===== config.mk =====
export PLATFORM = sky130hd
export DESIGN_NAME = window_stddev_occupancy_unit
export DESIGN_NICKNAME = d
export VERILOG_FILES = /design/src/rtl/wsd_pkg.sv /design/src/rtl/wsd_ram.sv /design/src/rtl/wsd_fifo.sv /design/src/rtl/wsd_front.sv /design/src/rtl/wsd_back.sv /design/src/rtl/window_stddev_occupancy_unit.sv
export SDC_FILE = /design/constraint.sdc
export NUM_CORES = 2
export LEC_CHECK = 0
export BUFFER_PORTS_ARGS = -buffer_cell sky130_fd_sc_hd__buf_4
export CAP_MARGIN = 20
export CORE_MARGIN = 3
export CORE_UTILIZATION = 40
export CTS_CLUSTER_DIAMETER = 50
export DETAILED_ROUTE_END_ITERATION = 10
export GPL_TIMING_DRIVEN = 0
export PLACE_DENSITY_LB_ADDON = 0.12
export SYNTH_ARGS = -nofsm -noshare
export SYNTH_HDL_FRONTEND = slang
export SYNTH_SLANG_ARGS = --single-unit

===== constraint.sdc =====
create_clock -name clk -period 8.05 [get_ports clk]
set_clock_uncertainty 0.1 [all_clocks]
set_input_delay 0.4025 -clock clk [delete_from_list [all_inputs] [get_ports clk]]
set_output_delay 0.4025 -clock clk [all_outputs]
set_load 0.01 [all_outputs]

===== src/rtl/wsd_pkg.sv =====
// Shared types and constants of the window occupancy unit.
`default_nettype none

package wsd_pkg;

  localparam int SAMPLE_W = 18;
  localparam int THRESH_W = 18;
  localparam int MOVE_W   = 8;
  localparam int MOVE_DIV = 10;
  localparam int QUEUE_DEPTH = 2;

  localparam logic [THRESH_W-1:0] THRESH_RESET = THRESH_W'(9000);

  // Word handed from the front to the back.
  typedef struct packed {
    logic                ready;
    logic [SAMPLE_W-1:0] sample;
  } job_t;

  // Word delivered on the result ports.
  typedef struct packed {
    logic              ready_res;
    logic              leave_bed;
    logic [MOVE_W-1:0] movement_level;
  } result_t;

  // Sample bits actually kept: the port carries at most SAMPLE_W.
  function automatic int eff_bits(int bits);
    return (bits < SAMPLE_W) ? bits : SAMPLE_W;
  endfunction

endpackage

`default_nettype wire


===== src/rtl/wsd_ram.sv =====
// Generic single-write, single-read RAM with registered read data.
`default_nettype none

module wsd_ram #(
  parameter int WIDTH = 18,
  parameter int DEPTH = 10
) (
  input  wire logic                     clk,
  input  wire logic                     we,
  input  wire logic [$clog2(DEPTH)-1:0] waddr,
  input  wire logic [WIDTH-1:0]         wdata,
  input  wire logic [$clog2(DEPTH)-1:0] raddr,
  output logic      [WIDTH-1:0]         rdata
);

  logic [WIDTH-1:0] mem [DEPTH];

  always_ff @(posedge clk) begin
    if (we) begin
      mem[waddr] <= wdata;
    end
    rdata <= mem[raddr];
  end

endmodule

`default_nettype wire


===== src/rtl/wsd_fifo.sv =====
// Small register queue used between the front and back and on the result side.
`default_nettype none

module wsd_fifo #(
  parameter int WIDTH = 8,
  parameter int DEPTH = 2
) (
  input  wire logic             clk,
  input  wire logic             rst,
  input  wire logic             push,
  input  wire logic [WIDTH-1:0] wdata,
  output logic                  full,
  input  wire logic             pop,
  output logic      [WIDTH-1:0] rdata,
  output logic                  empty
);

  localparam int PW = (DEPTH > 1) ? $clog2(DEPTH) : 1;
  localparam int CW = $clog2(DEPTH + 1);

  logic [WIDTH-1:0] mem [DEPTH];
  logic [PW-1:0]    wr_ptr;
  logic [PW-1:0]    rd_ptr;
  logic [CW-1:0]    count;
  logic             do_push;
  logic             do_pop;

  assign full    = (count == CW'(DEPTH));
  assign empty   = (count == '0);
  assign do_push = push && !full;
  assign do_pop  = pop && !empty;
  assign rdata   = mem[rd_ptr];

  always_ff @(posedge clk) begin
    if (do_push) begin
      mem[wr_ptr] <= wdata;
    end
  end

  always_ff @(posedge clk) begin
    if (rst) begin
      wr_ptr <= '0;
      rd_ptr <= '0;
      count  <= '0;
    end else begin
      if (do_push) begin
        wr_ptr <= (wr_ptr == PW'(DEPTH - 1)) ? '0 : wr_ptr + 1'b1;
      end
      if (do_pop) begin
        rd_ptr <= (rd_ptr == PW'(DEPTH - 1)) ? '0 : rd_ptr + 1'b1;
      end
      if (do_push && !do_pop) begin
        count <= count + 1'b1;
      end else if (do_pop && !do_push) begin
        count <= count - 1'b1;
      end
    end
  end

endmodule

`default_nettype wire


===== src/rtl/wsd_front.sv =====
// Front part: accepts samples, masks them and tags each with its fill state.
`default_nettype none

module wsd_front import wsd_pkg::*; #(
  parameter int FILL_LENGTH = 200,
  parameter int SAMPLE_BITS = 18
) (
  input  wire logic                clk,
  input  wire logic                rst,
  input  wire logic                push,
  input  wire logic [SAMPLE_W-1:0] sample_sum,
  input  wire logic                q_full,
  output logic                     job_push,
  output job_t                     job
);

  localparam int SW  = eff_bits(SAMPLE_BITS);
  localparam int FCW = $clog2(FILL_LENGTH + 1);
  localparam logic [SAMPLE_W-1:0] SAMPLE_MASK = {SAMPLE_W{1'b1}} >> (SAMPLE_W - SW);

  logic [FCW-1:0] fill_count;

  assign job_push   = push && !q_full;
  assign job.sample = sample_sum & SAMPLE_MASK;
  // This sample is the one that completes the fill, or the fill is already done.
  assign job.ready  = (fill_count >= FCW'(FILL_LENGTH - 1));

  always_ff @(posedge clk) begin
    if (rst) begin
      fill_count <= '0;
    end else if (job_push && (fill_count != FCW'(FILL_LENGTH))) begin
      fill_count <= fill_count + 1'b1;
    end
  end

endmodule

`default_nettype wire


===== src/rtl/wsd_back.sv =====
// Back part: updates the sample ring, sweeps it and computes the result word.
`default_nettype none

module wsd_back import wsd_pkg::*; #(
  parameter int WINDOW      = 10,
  parameter int SAMPLE_BITS = 18
) (
  input  wire logic                clk,
  input  wire logic                rst,
  input  wire logic                job_empty,
  input  wire job_t                job,
  output logic                     job_pop,
  input  wire logic [THRESH_W-1:0] thr,
  input  wire logic                res_full,
  output logic                     res_push,
  output result_t                  res
);

  localparam int SW    = eff_bits(SAMPLE_BITS);
  localparam int AW    = $clog2(WINDOW);
  localparam int ICW   = $clog2(WINDOW + 1);
  localparam int WW    = $clog2(WINDOW + 1);
  localparam int SUM_W = SW + AW;
  localparam int QW    = 2 * SW + AW;
  localparam int NW    = 2 * SW + AW + WW;
  localparam int KW    = $clog2(MOVE_DIV * WINDOW + 1);
  localparam int PRW   = KW + MOVE_W;
  localparam int CW    = (NW > 2 * PRW) ? NW : 2 * PRW;
  localparam int BIW   = $clog2(MOVE_W);

  localparam logic [WW-1:0] W_CONST = WW'(WINDOW);
  localparam logic [KW-1:0] K_MOVE  = KW'(MOVE_DIV * WINDOW);

  typedef enum logic [2:0] {
    S_IDLE,
    S_SWEEP,
    S_SQUARE,
    S_DIFF,
    S_SRCH_MUL,
    S_SRCH_CMP,
    S_PUSH
  } state_t;

  state_t            state;
  logic [AW-1:0]     wptr;
  logic [ICW-1:0]    issue_cnt;
  logic              rd_v;
  logic              sq_v;
  logic [2*SW-1:0]   sq;
  logic [SUM_W-1:0]  s_acc;
  logic [QW-1:0]     q_acc;
  logic              leave;
  logic [NW-1:0]     wq;
  logic [2*SUM_W-1:0] ss;
  logic [NW-1:0]     n_val;
  logic [MOVE_W-1:0] m_val;
  logic [BIW-1:0]    bit_idx;
  logic [PRW-1:0]    prod;
  logic [2*PRW-1:0]  prod_sq;
  logic [MOVE_W-1:0] trial;
  logic              issue;
  logic              fits;
  logic [SW-1:0]     rdata;

  assign job_pop  = (state == S_IDLE) && !job_empty;
  assign res_push = (state == S_PUSH);
  assign issue    = (state == S_SWEEP) && (issue_cnt != ICW'(WINDOW));

  always_comb begin
    trial   = m_val | (MOVE_W'(1) << bit_idx);
    prod_sq = prod * prod;
    fits    = (CW'(prod_sq) <= CW'(n_val));
  end

  wsd_ram #(
    .WIDTH (SW),
    .DEPTH (WINDOW)
  ) u_ring (
    .clk   (clk),
    .we    (job_pop),
    .waddr (wptr),
    .wdata (job.sample[SW-1:0]),
    .raddr (issue_cnt[AW-1:0]),
    .rdata (rdata)
  );

  always_ff @(posedge clk) begin
    if (rst) begin
      state <= S_IDLE;
      wptr  <= '0;
      rd_v  <= 1'b0;
      sq_v  <= 1'b0;
    end else begin
      rd_v <= issue;
      sq_v <= rd_v;
      case (state)
        S_IDLE: begin
          if (!job_empty) begin
            wptr <= (wptr == AW'(WINDOW - 1)) ? '0 : wptr + 1'b1;
            if (job.ready) begin
              issue_cnt <= '0;
              s_acc     <= '0;
              q_acc     <= '0;
              leave     <= 1'b1;
              state     <= S_SWEEP;
            end else begin
              res   <= '0;
              state <= S_PUSH;
            end
          end
        end
        S_SWEEP: begin
          if (issue) begin
            issue_cnt <= issue_cnt + 1'b1;
          end
          if (rd_v) begin
            s_acc <= s_acc + SUM_W'(rdata);
            sq    <= rdata * rdata;
            if (THRESH_W'(rdata) > thr) begin
              leave <= 1'b0;
            end
          end
          if (sq_v) begin
            q_acc <= q_acc + QW'(sq);
          end
          // Leave once every read has been folded into both sums.
          if (!issue && !rd_v && !sq_v) begin
            state <= S_SQUARE;
          end
        end
        S_SQUARE: begin
          wq    <= NW'(q_acc) * NW'(W_CONST);
          ss    <= s_acc * s_acc;
          state <= S_DIFF;
        end
        S_DIFF: begin
          // W*Q - S*S is the pairwise sum of squared differences.
          n_val   <= wq - NW'(ss);
          m_val   <= '0;
          bit_idx <= BIW'(MOVE_W - 1);
          state   <= S_SRCH_MUL;
        end
        S_SRCH_MUL: begin
          prod  <= K_MOVE * trial;
          state <= S_SRCH_CMP;
        end
        S_SRCH_CMP: begin
          // Keep the bit while (10*W*m)^2 still fits under the sum.
          if (bit_idx == '0) begin
            res.ready_res      <= 1'b1;
            res.leave_bed      <= leave;
            res.movement_level <= fits ? trial : m_val;
            state              <= S_PUSH;
          end else begin
            if (fits) begin
              m_val <= trial;
            end
            bit_idx <= bit_idx - 1'b1;
            state   <= S_SRCH_MUL;
          end
        end
        S_PUSH: begin
          if (!res_full) begin
            state <= S_IDLE;
          end
        end
        default: begin
          state <= S_IDLE;
        end
      endcase
    end
  end

endmodule

`default_nettype wire


===== src/rtl/window_stddev_occupancy_unit.sv =====
// Top level of the sliding-window occupancy and movement unit.
// Usage:
//   Input channel: drive sample_sum and raise push; the word is taken at a
//   clock edge with push high and full low. Results come out of a queue:
//   while empty is low the oldest result sits on ready_res, leave_bed and
//   movement_level, and pop takes it. Every sample yields one result.
//   cfg_data is written into the occupancy threshold when cfg_valid is high;
//   cfg_ready is always high. Write it only while no sample is in flight.
// Flow: a two-word queue parts the front from the back. During the fill
//   the back stores each sample in the ring and pushes an all-zero result.
//   After the fill the back sweeps the ring of WINDOW samples through one
//   RAM read port, squares the sums, takes their difference and runs
//   an 8-step binary search for the movement level, each step a multiply
//   and a compare. The back takes no new sample until its result is pushed.
// Reset: clears both queues, the fill count and the ring pointer, and loads
//   a threshold of 9000. Ring contents stay undefined until written.
// Stall: when the result queue fills, the back holds; the input queue then
//   fills and full rises until pop frees room.
`default_nettype none

module window_stddev_occupancy_unit import wsd_pkg::*; #(
  parameter int WINDOW      = 10,
  parameter int FILL_LENGTH = 200,
  parameter int SAMPLE_BITS = 18
) (
  input  wire logic                clk,
  input  wire logic                rst,
  input  wire logic                push,
  output logic                     full,
  input  wire logic [SAMPLE_W-1:0] sample_sum,
  output logic                     empty,
  input  wire logic                pop,
  output logic                     ready_res,
  output logic                     leave_bed,
  output logic      [MOVE_W-1:0]   movement_level,
  input  wire logic                cfg_valid,
  output logic                     cfg_ready,
  input  wire logic [THRESH_W-1:0] cfg_data
);

  logic [THRESH_W-1:0] thr;
  logic                job_push;
  job_t                job_in;
  job_t                job_out;
  logic                job_empty;
  logic                job_pop;
  logic                res_full;
  logic                res_push;
  result_t             res_in;
  result_t             res_out;

  assign cfg_ready = 1'b1;

  always_ff @(posedge clk) begin
    if (rst) begin
      thr <= THRESH_RESET;
    end else if (cfg_valid && cfg_ready) begin
      thr <= cfg_data;
    end
  end

  wsd_front #(
    .FILL_LENGTH (FILL_LENGTH),
    .SAMPLE_BITS (SAMPLE_BITS)
  ) u_front (
    .clk        (clk),
    .rst        (rst),
    .push       (push),
    .sample_sum (sample_sum),
    .q_full     (full),
    .job_push   (job_push),
    .job        (job_in)
  );

  wsd_fifo #(
    .WIDTH ($bits(job_t)),
    .DEPTH (QUEUE_DEPTH)
  ) u_job_q (
    .clk   (clk),
    .rst   (rst),
    .push  (job_push),
    .wdata (job_in),
    .full  (full),
    .pop   (job_pop),
    .rdata (job_out),
    .empty (job_empty)
  );

  wsd_back #(
    .WINDOW      (WINDOW),
    .SAMPLE_BITS (SAMPLE_BITS)
  ) u_back (
    .clk       (clk),
    .rst       (rst),
    .job_empty (job_empty),
    .job       (job_out),
    .job_pop   (job_pop),
    .thr       (thr),
    .res_full  (res_full),
    .res_push  (res_push),
    .res       (res_in)
  );

  wsd_fifo #(
    .WIDTH ($bits(result_t)),
    .DEPTH (QUEUE_DEPTH)
  ) u_res_q (
    .clk   (clk),
    .rst   (rst),
    .push  (res_push),
    .wdata (res_in),
    .full  (res_full),
    .pop   (pop),
    .rdata (res_out),
    .empty (empty)
  );

  assign ready_res      = res_out.ready_res;
  assign leave_bed      = res_out.leave_bed;
  assign movement_level = res_out.movement_level;

endmodule

`default_nettype wire


* Yosys cells after proc, flatten, opt, wreduce, memory -nomap -nowiden
Memories as Yosys holds them, arrays and structs flattened. A register that Yosys moved wholly into a read port is not among the register bits. Index checks and enable logic that the tools add are counted.
Word-level totals: bits in registers 311, bits in writable memories 238, input port bits 41, output and inout port bits 13, logic and storage cells 175, memories kept 3
Memories:
- u_back.u_ring.mem | words 10, bits a word 18, rd ports 1, clocked after Yosys merged registers in 1, write ports 1, line wsd_ram.sv:16 | logic [WIDTH-1:0] mem [DEPTH];
- u_job_q.mem | words 2, bits a word 19, rd ports 1, clocked after Yosys merged registers in 1, write ports 1, line wsd_fifo.sv:21 | logic [WIDTH-1:0] mem [DEPTH];
- u_res_q.mem | words 2, bits a word 10, rd ports 1, clocked after Yosys merged registers in 1, write ports 1, line wsd_fifo.sv:21
Operators by class: $add $sub $neg 15, $mul 5, $lt $le $gt $ge 3, equality and inequality tests 22, shifts and indexed selects 1, multiplexer cells 51, bitwise operators 3, reductions and logical operators 46
Operator list (number):
- two-way mux 40 bit | 3
- one-hot mux 40 bit (2 select lines) | 1
- two-way mux 22 bit | 3
- less-or-equal comparator 30 x 44 -> 1 bit | 1
- multiplier 22 x 22 -> 44 bit | 1
- one-hot mux 22 bit (2 select lines) | 1
- subtractor 44 bit | 1
- multiplier 40 x 3 -> 43 bit, second input constant | 1
- adder 40 x 36 -> 40 bit | 1
- multiplier 18 x 18 -> 36 bit | 1
- two-way mux 10 bit | 3
- multiplier 13 x 13 -> 26 bit | 1
- adder 22 x 18 -> 22 bit | 1
- one-hot mux 3 bit (7 select lines) | 1
- one-hot mux 10 bit (2 select lines) | 1
- AND reduction 5 bit | 4
- > comparator 18 bit | 1
- two-way mux 1 bit | 18
- two-way mux 4 bit | 4
- two-way mux 8 bit | 2
- one-hot mux 8 bit (2 select lines) | 1
- two-way mux 3 bit | 5
- logical AND 1 bit | 14
- != test 2 bit, second input constant | 7
- 30 further kinds | 69

* Depth between registers and ports, before layout
depth in word-level cells 8, gate-level depth with buffers 33

* Hierarchy
A second synthesis with hierarchy kept.
Unflattened totals: cells, all modules 5458, area total of the unflattened synthesis 56984.7 um2
Modules (own cells, without submodules):
- wsd_back | instances 1, cells each 4788, area an instance 45668.8 um2, seq. area each 8167.8 um2
- wsd_ram | instances 1, cells each 400, area an instance 7532.2 um2, seq. area each 5765.5 um2
- wsd_fifo at u_job_q | instances 1, cells each 84, area an instance 1585.3 um2, seq. area each 1241.2 um2
- wsd_fifo at u_res_q | instances 1, cells each 56, area an instance 935.9 um2, seq. area each 700.7 um2
- window_stddev_occupancy_unit | instances 1, cells each 60, area an instance 681.9 um2, seq. area each 360.3 um2
- wsd_front | instances 1, cells each 70, area an instance 580.6 um2, seq. area each 160.2 um2

* Worst setup path before layout
Ideal clock, no wire load.
path type reg-to-reg, from reg u_back.state[1], to reg u_back.ss[0], enable pin, library setup time 0.636 ns, arrival 6.744 ns, data required time 7.314 ns, path slack 0.570 ns, stages on the path, launching flop included 5, path buffers 2, period minus slack after synthesis 7.480 ns, path through dfxtp_1 clkbuf_1 clkbuf_1 nand2_1 nor3_1
Between the ends: cells in the longest elaborated chain, start to end 2
Ends and longest elaborated chain:
- start, declared | line wsd_back.sv:44 | state_t state;
- start signal, assigned | line wsd_back.sv:89 | state <= S_IDLE;
- start signal, assigned | line wsd_back.sv:105 | state <= S_SWEEP;
- start signal, assigned | line wsd_back.sv:108 | state <= S_PUSH;
- == test 3 x 2 -> 1 bit | line wsd_back.sv:96 | case (state)
- AND reduction 2 bit (no line)
- end signal, assigned | line wsd_back.sv:133 | ss <= s_acc * s_acc;
- end, declared | line wsd_back.sv:54 | logic [2*SUM_W-1:0] ss;
No other way between the ends. A chain may end at the register's enable or synchronous reset.

* Worst setup path in the final report
from reg u_back.u_ring.rdata[7] (read register of u_back.u_ring.mem), to reg u_back.sq[34] (data pin)
Between the ends: cells in the longest elaborated chain, start to end 1
Ends and longest elaborated chain:
- start, declared | line wsd_ram.sv:13 | output logic [WIDTH-1:0] rdata
- multiplier 18 x 18 -> 36 bit | line wsd_back.sv:118 | sq <= rdata * rdata;
- end signal, assigned | line wsd_back.sv:118
- end, declared | line wsd_back.sv:49 | logic [2*SW-1:0] sq;
No other way between the ends.

==> metrics.md <==
| Metric | Value |
|---|---|
| Effective utilization at floorplan | 0.404 |
| Slew HR | 0.359 |
| DIE AREA | 146000 um^2 |
| Max Buffers Root-to-Sink | 3 |
| Via-per-instance ratio | 5.00 |
| Vias in the first global route | 39531 |
| Crit path capture type | flop |
| Min-delay src | pop |
| Yosys reg bits | 567 |
| Max-Cap Viols | 0 |
| CP max stage cell | dfxtp_1 |
| Critical path arrival | 8080 ps |
| Primary FF master, synth | edfxtp_1 |
| Final Slew Violations | 0 |
| CP startpoint | u_back.u_ring.rdata[7]$_DFF_P_ |
| Cell row count | 137 |
| Post-Synthesis Cells | 5383 |
| CP Class | flop to flop |
| Achievable Freq | 129 MHz |
| Fin cells | 7567 |
| H-tree Lvls | 3 |
| Global routing's busiest layer | met2 |
| Post-synthesis adder-cell area fraction | 0.367 |
| Crit Reg-Reg Endpoint | u_back.sq[34]$_DFFE_PP_ |
| Leading cell types in the layout, fill and taps excluded | inv_1 (1058), fa_1 (666), ha_1 (591) |
| Clk Latency, worst-skew pair | 680 ps |
| FILL cells | 13339 |
| Met1 GRT Util | 0.269 |
| Synth warn | 0 |
| Async SR Flop Fraction | 0 |
| I/O pins | 54 |
| Delay-heaviest family, CP | adder cells |
| GR Overflow Total | 0 |
| Part of the cycle the worst path needs | 0.965 |
| Placer Congestion | 0.852 |
| Post-synthesis cell area | 56500 um^2 |
| DIE HEIGHT | 382 um |
| Final-report hold violation count | 0 |
| Worst-Margin Slew | 961 ps |
| Clk sinks | 567 |
| Largest family of logic cells by synthesized area | adder cells |
| RSZ-0062 raised after global routing | no |
| Met2 usage in global routing | 0.333 |
| Die W | 382 um |
| Cells after DPL | 7338 |
| Routed Antenna Nets | 0 |
| Hold EP | u_res_q.rd_ptr$_SDFFE_PP0P_ |
| Leading cell type in the layout, fill and taps excluded | inv_1 |
| Crit path max fanout | 11 |
| First-pass GRT wire length | 225000 um |
| Worst Path Required | 8370 ps |
| FF-to-FF setup slack | 280 ps |
| DRC Markers | 0 |
| Final wirelength | 143000 um |
| Dpl ws | -1030 ps |
| Wire length per cell | 18.9 um |
| Port Buffers | 50 |
| Clock-pin slew on the worst setup and hold paths | 60 ps |
| Simple-gate area share of the yosys netlist | 0.103 |
| Path depth of the worst reg2reg path | 19 |
| HPWL after DPL | 114000 um |
| Post-synthesis sequential area ratio | 0.290 |
| CP most frequent cell | fa_1 |
| CP bufs+invs | 2 |
| Mux cell area share after synthesis | 0.0277 |
| Largest net degree at the start of global routing | 34 |
| Share of layout cells above drive strength 1 | 0.0792 |
| Outcome | completed |
| Syn Area/Cell | 10.5 um^2 |
| XOR/XNOR Fraction of Synth Area | 0.0375 |
| Initial DRC count | 1948 |
| Core area | 140000 um^2 |
| Number of flops mapped to enable cells by yosys | 504 |
| Worst hold path type | primary input to flop |
| First-pass iteration count of the detailed router | 5 |
| RR Startpoint | u_back.u_ring.rdata[7]$_DFF_P_ |
| Initial antenna violation count | 2 |
| Distinct cells, synth | 87 |
| Critical Path Start Type | flop |
| NumNets Final | 6927 |
| Via count | 37872 |
| Final worst slack | 283 ps |
| Met3 Use GR | 0.0323 |
| Tot GR Track Use | 0.200 |
| Area delta synth->final | 12.4% |
| Synth Area in Compound Gates | 0.0932 |
| Final setup fails | 0 |
| Root Buffer | clkbuf_16 |
| Syn nets | 6683 |
| CP Cell Sequence | clkbuf_1 > nand2_1 > fa_1 > inv_1 > fa_1 > fa_1 > ha_1 > fa_1 > fa_1 > ha_1 > and3_1 > a221o_1 > a41o_1 > a21o_1 > a31oi_1 > o21ai_1 > a31oi_1 > nor3_1 > a311o_1 |
| Max stage delay on crit path | 930 ps |
| Post-route minimum period | 7770 ps |
| TritonCTS buffer count | 79 |
| CTS tree | built |
| Worst Hold Depth | 4 |
| N_diodes | 0 |
[sequential cells by signal (all words and copies together) (netlist names), 8 cells and up, named ones only]
| signal | flops |
|---|---|
| u_back.ss | 43 |
| u_back.prod | 13 |
| u_back.m_val | 8 |
| u_back.s_acc | 22 |
| u_job_q.mem | 38 |
| u_back.q_acc | 40 |
| u_back.u_ring.mem | 180 |
| u_front.fill_count | 8 |
| u_back.wq | 43 |
| u_back.n_val | 44 |
| u_back.res | 10 |
| u_back.u_ring.rdata | 18 |
| thr | 18 |
| u_back.sq | 35 |
| u_res_q.mem | 20 |
[cell families after synthesis]
family	Yosys count
simple gates	1194
compound gates	798
other cells	1
xor+xnor	242
mux	107
flops	567
buf+inv	1215
fa+ha+maj	1259
[area by class of cell]
class,count,area (um^2),area share
Buffer,149,712,0.0112
Clock inverter,49,637,0.0100
Tap cell,1876,2350,0.0369
Sequential cell,567,16400,0.258
Clock buffer,96,2100,0.0330
Multi-Input combinational cell,3601,35700,0.562
Timing Repair Buffer,163,1650,0.0259
Inverter,1066,4020,0.0632
[layer usage]
| metal | share of wire | wire length [um] |
|---|---|---|
| met5 | 0 | 0 |
| met4 | 0.026 | 3650 |
| met3 | 0.051 | 7240 |
| met2 | 0.47 | 67400 |
| met1 | 0.45 | 64500 |
[worst register-to-register path: cells and delay by family, from the launching register on]
| kind | cells | cell delay, ps |
|---|---|---|
| compound gates | 7 | 1970 |
| fa+ha+maj | 7 | 3280 |
| buf+inv | 2 | 710 |
| flops | 1 | 930 |
| simple gates | 3 | 510 |
[how the worst max path moves through the flow]
| stage | end | slack, ps | depth (start not counted) |
|---|---|---|---|
| after floorplan | u_back.ss[0]$_DFFE_PP_ | 570 | 4 |
| after global placement | u_back.ss[16]$_DFFE_PP_ | -1970 | 4 |
| after detailed placement | u_back.ss[36]$_DFFE_PP_ | -1030 | 25 |
| after CTS | u_back.ss[43]$_DFFE_PP_ | 4 | 26 |
| after global routing | u_back.m_val[4]$_SDFFCE_PN0P_ | 0.6 | 27 |
| final | u_back.sq[34]$_DFFE_PP_ | 280 | 19 |
[per-stage QoR]
stage,utilization,setup TNS [ps],hold slack [ps],instance area [um^2]
after detailed placement,0.427,-14570,338,59800
after floorplan,-,0,321,56500
after global routing,0.455,0,133,63600
after global placement,0.424,-183610,324,59300
after CTS,0.452,0,67.3,63200
final,0.455,0,130,63600
[repair_timing]
action | CTS | global route
pin swaps | 1 | 4
buffers inserted | 19 | 23
setup endpoints to repair | 37 | 28
hold buffers | 39 | 0
gates resized for setup | 45 | 92
hold endpoints to repair | 54 | 0
[synthesized netlist by cell type (52+ instances only)]
cell      count  area share
and2_1      215       0.024
a21oi_1     233       0.021
a21o_1      144       0.019
edfxtp_1    504        0.27
nor2_1      292       0.019
inv_1      1061       0.070
nor2b_1      53      0.0059
nor3_1       52      0.0046
clkbuf_1    133      0.0088
ha_1        593        0.13
xnor2_1     151       0.023
nand2_1     351       0.023
o21ai_0     124       0.011
xor2_1       91       0.014
fa_1        666        0.24
dfxtp_1      63       0.022
Power is not shown: default switching activity piles up to over one toggle a cycle in this logic, so the estimate is an artifact.
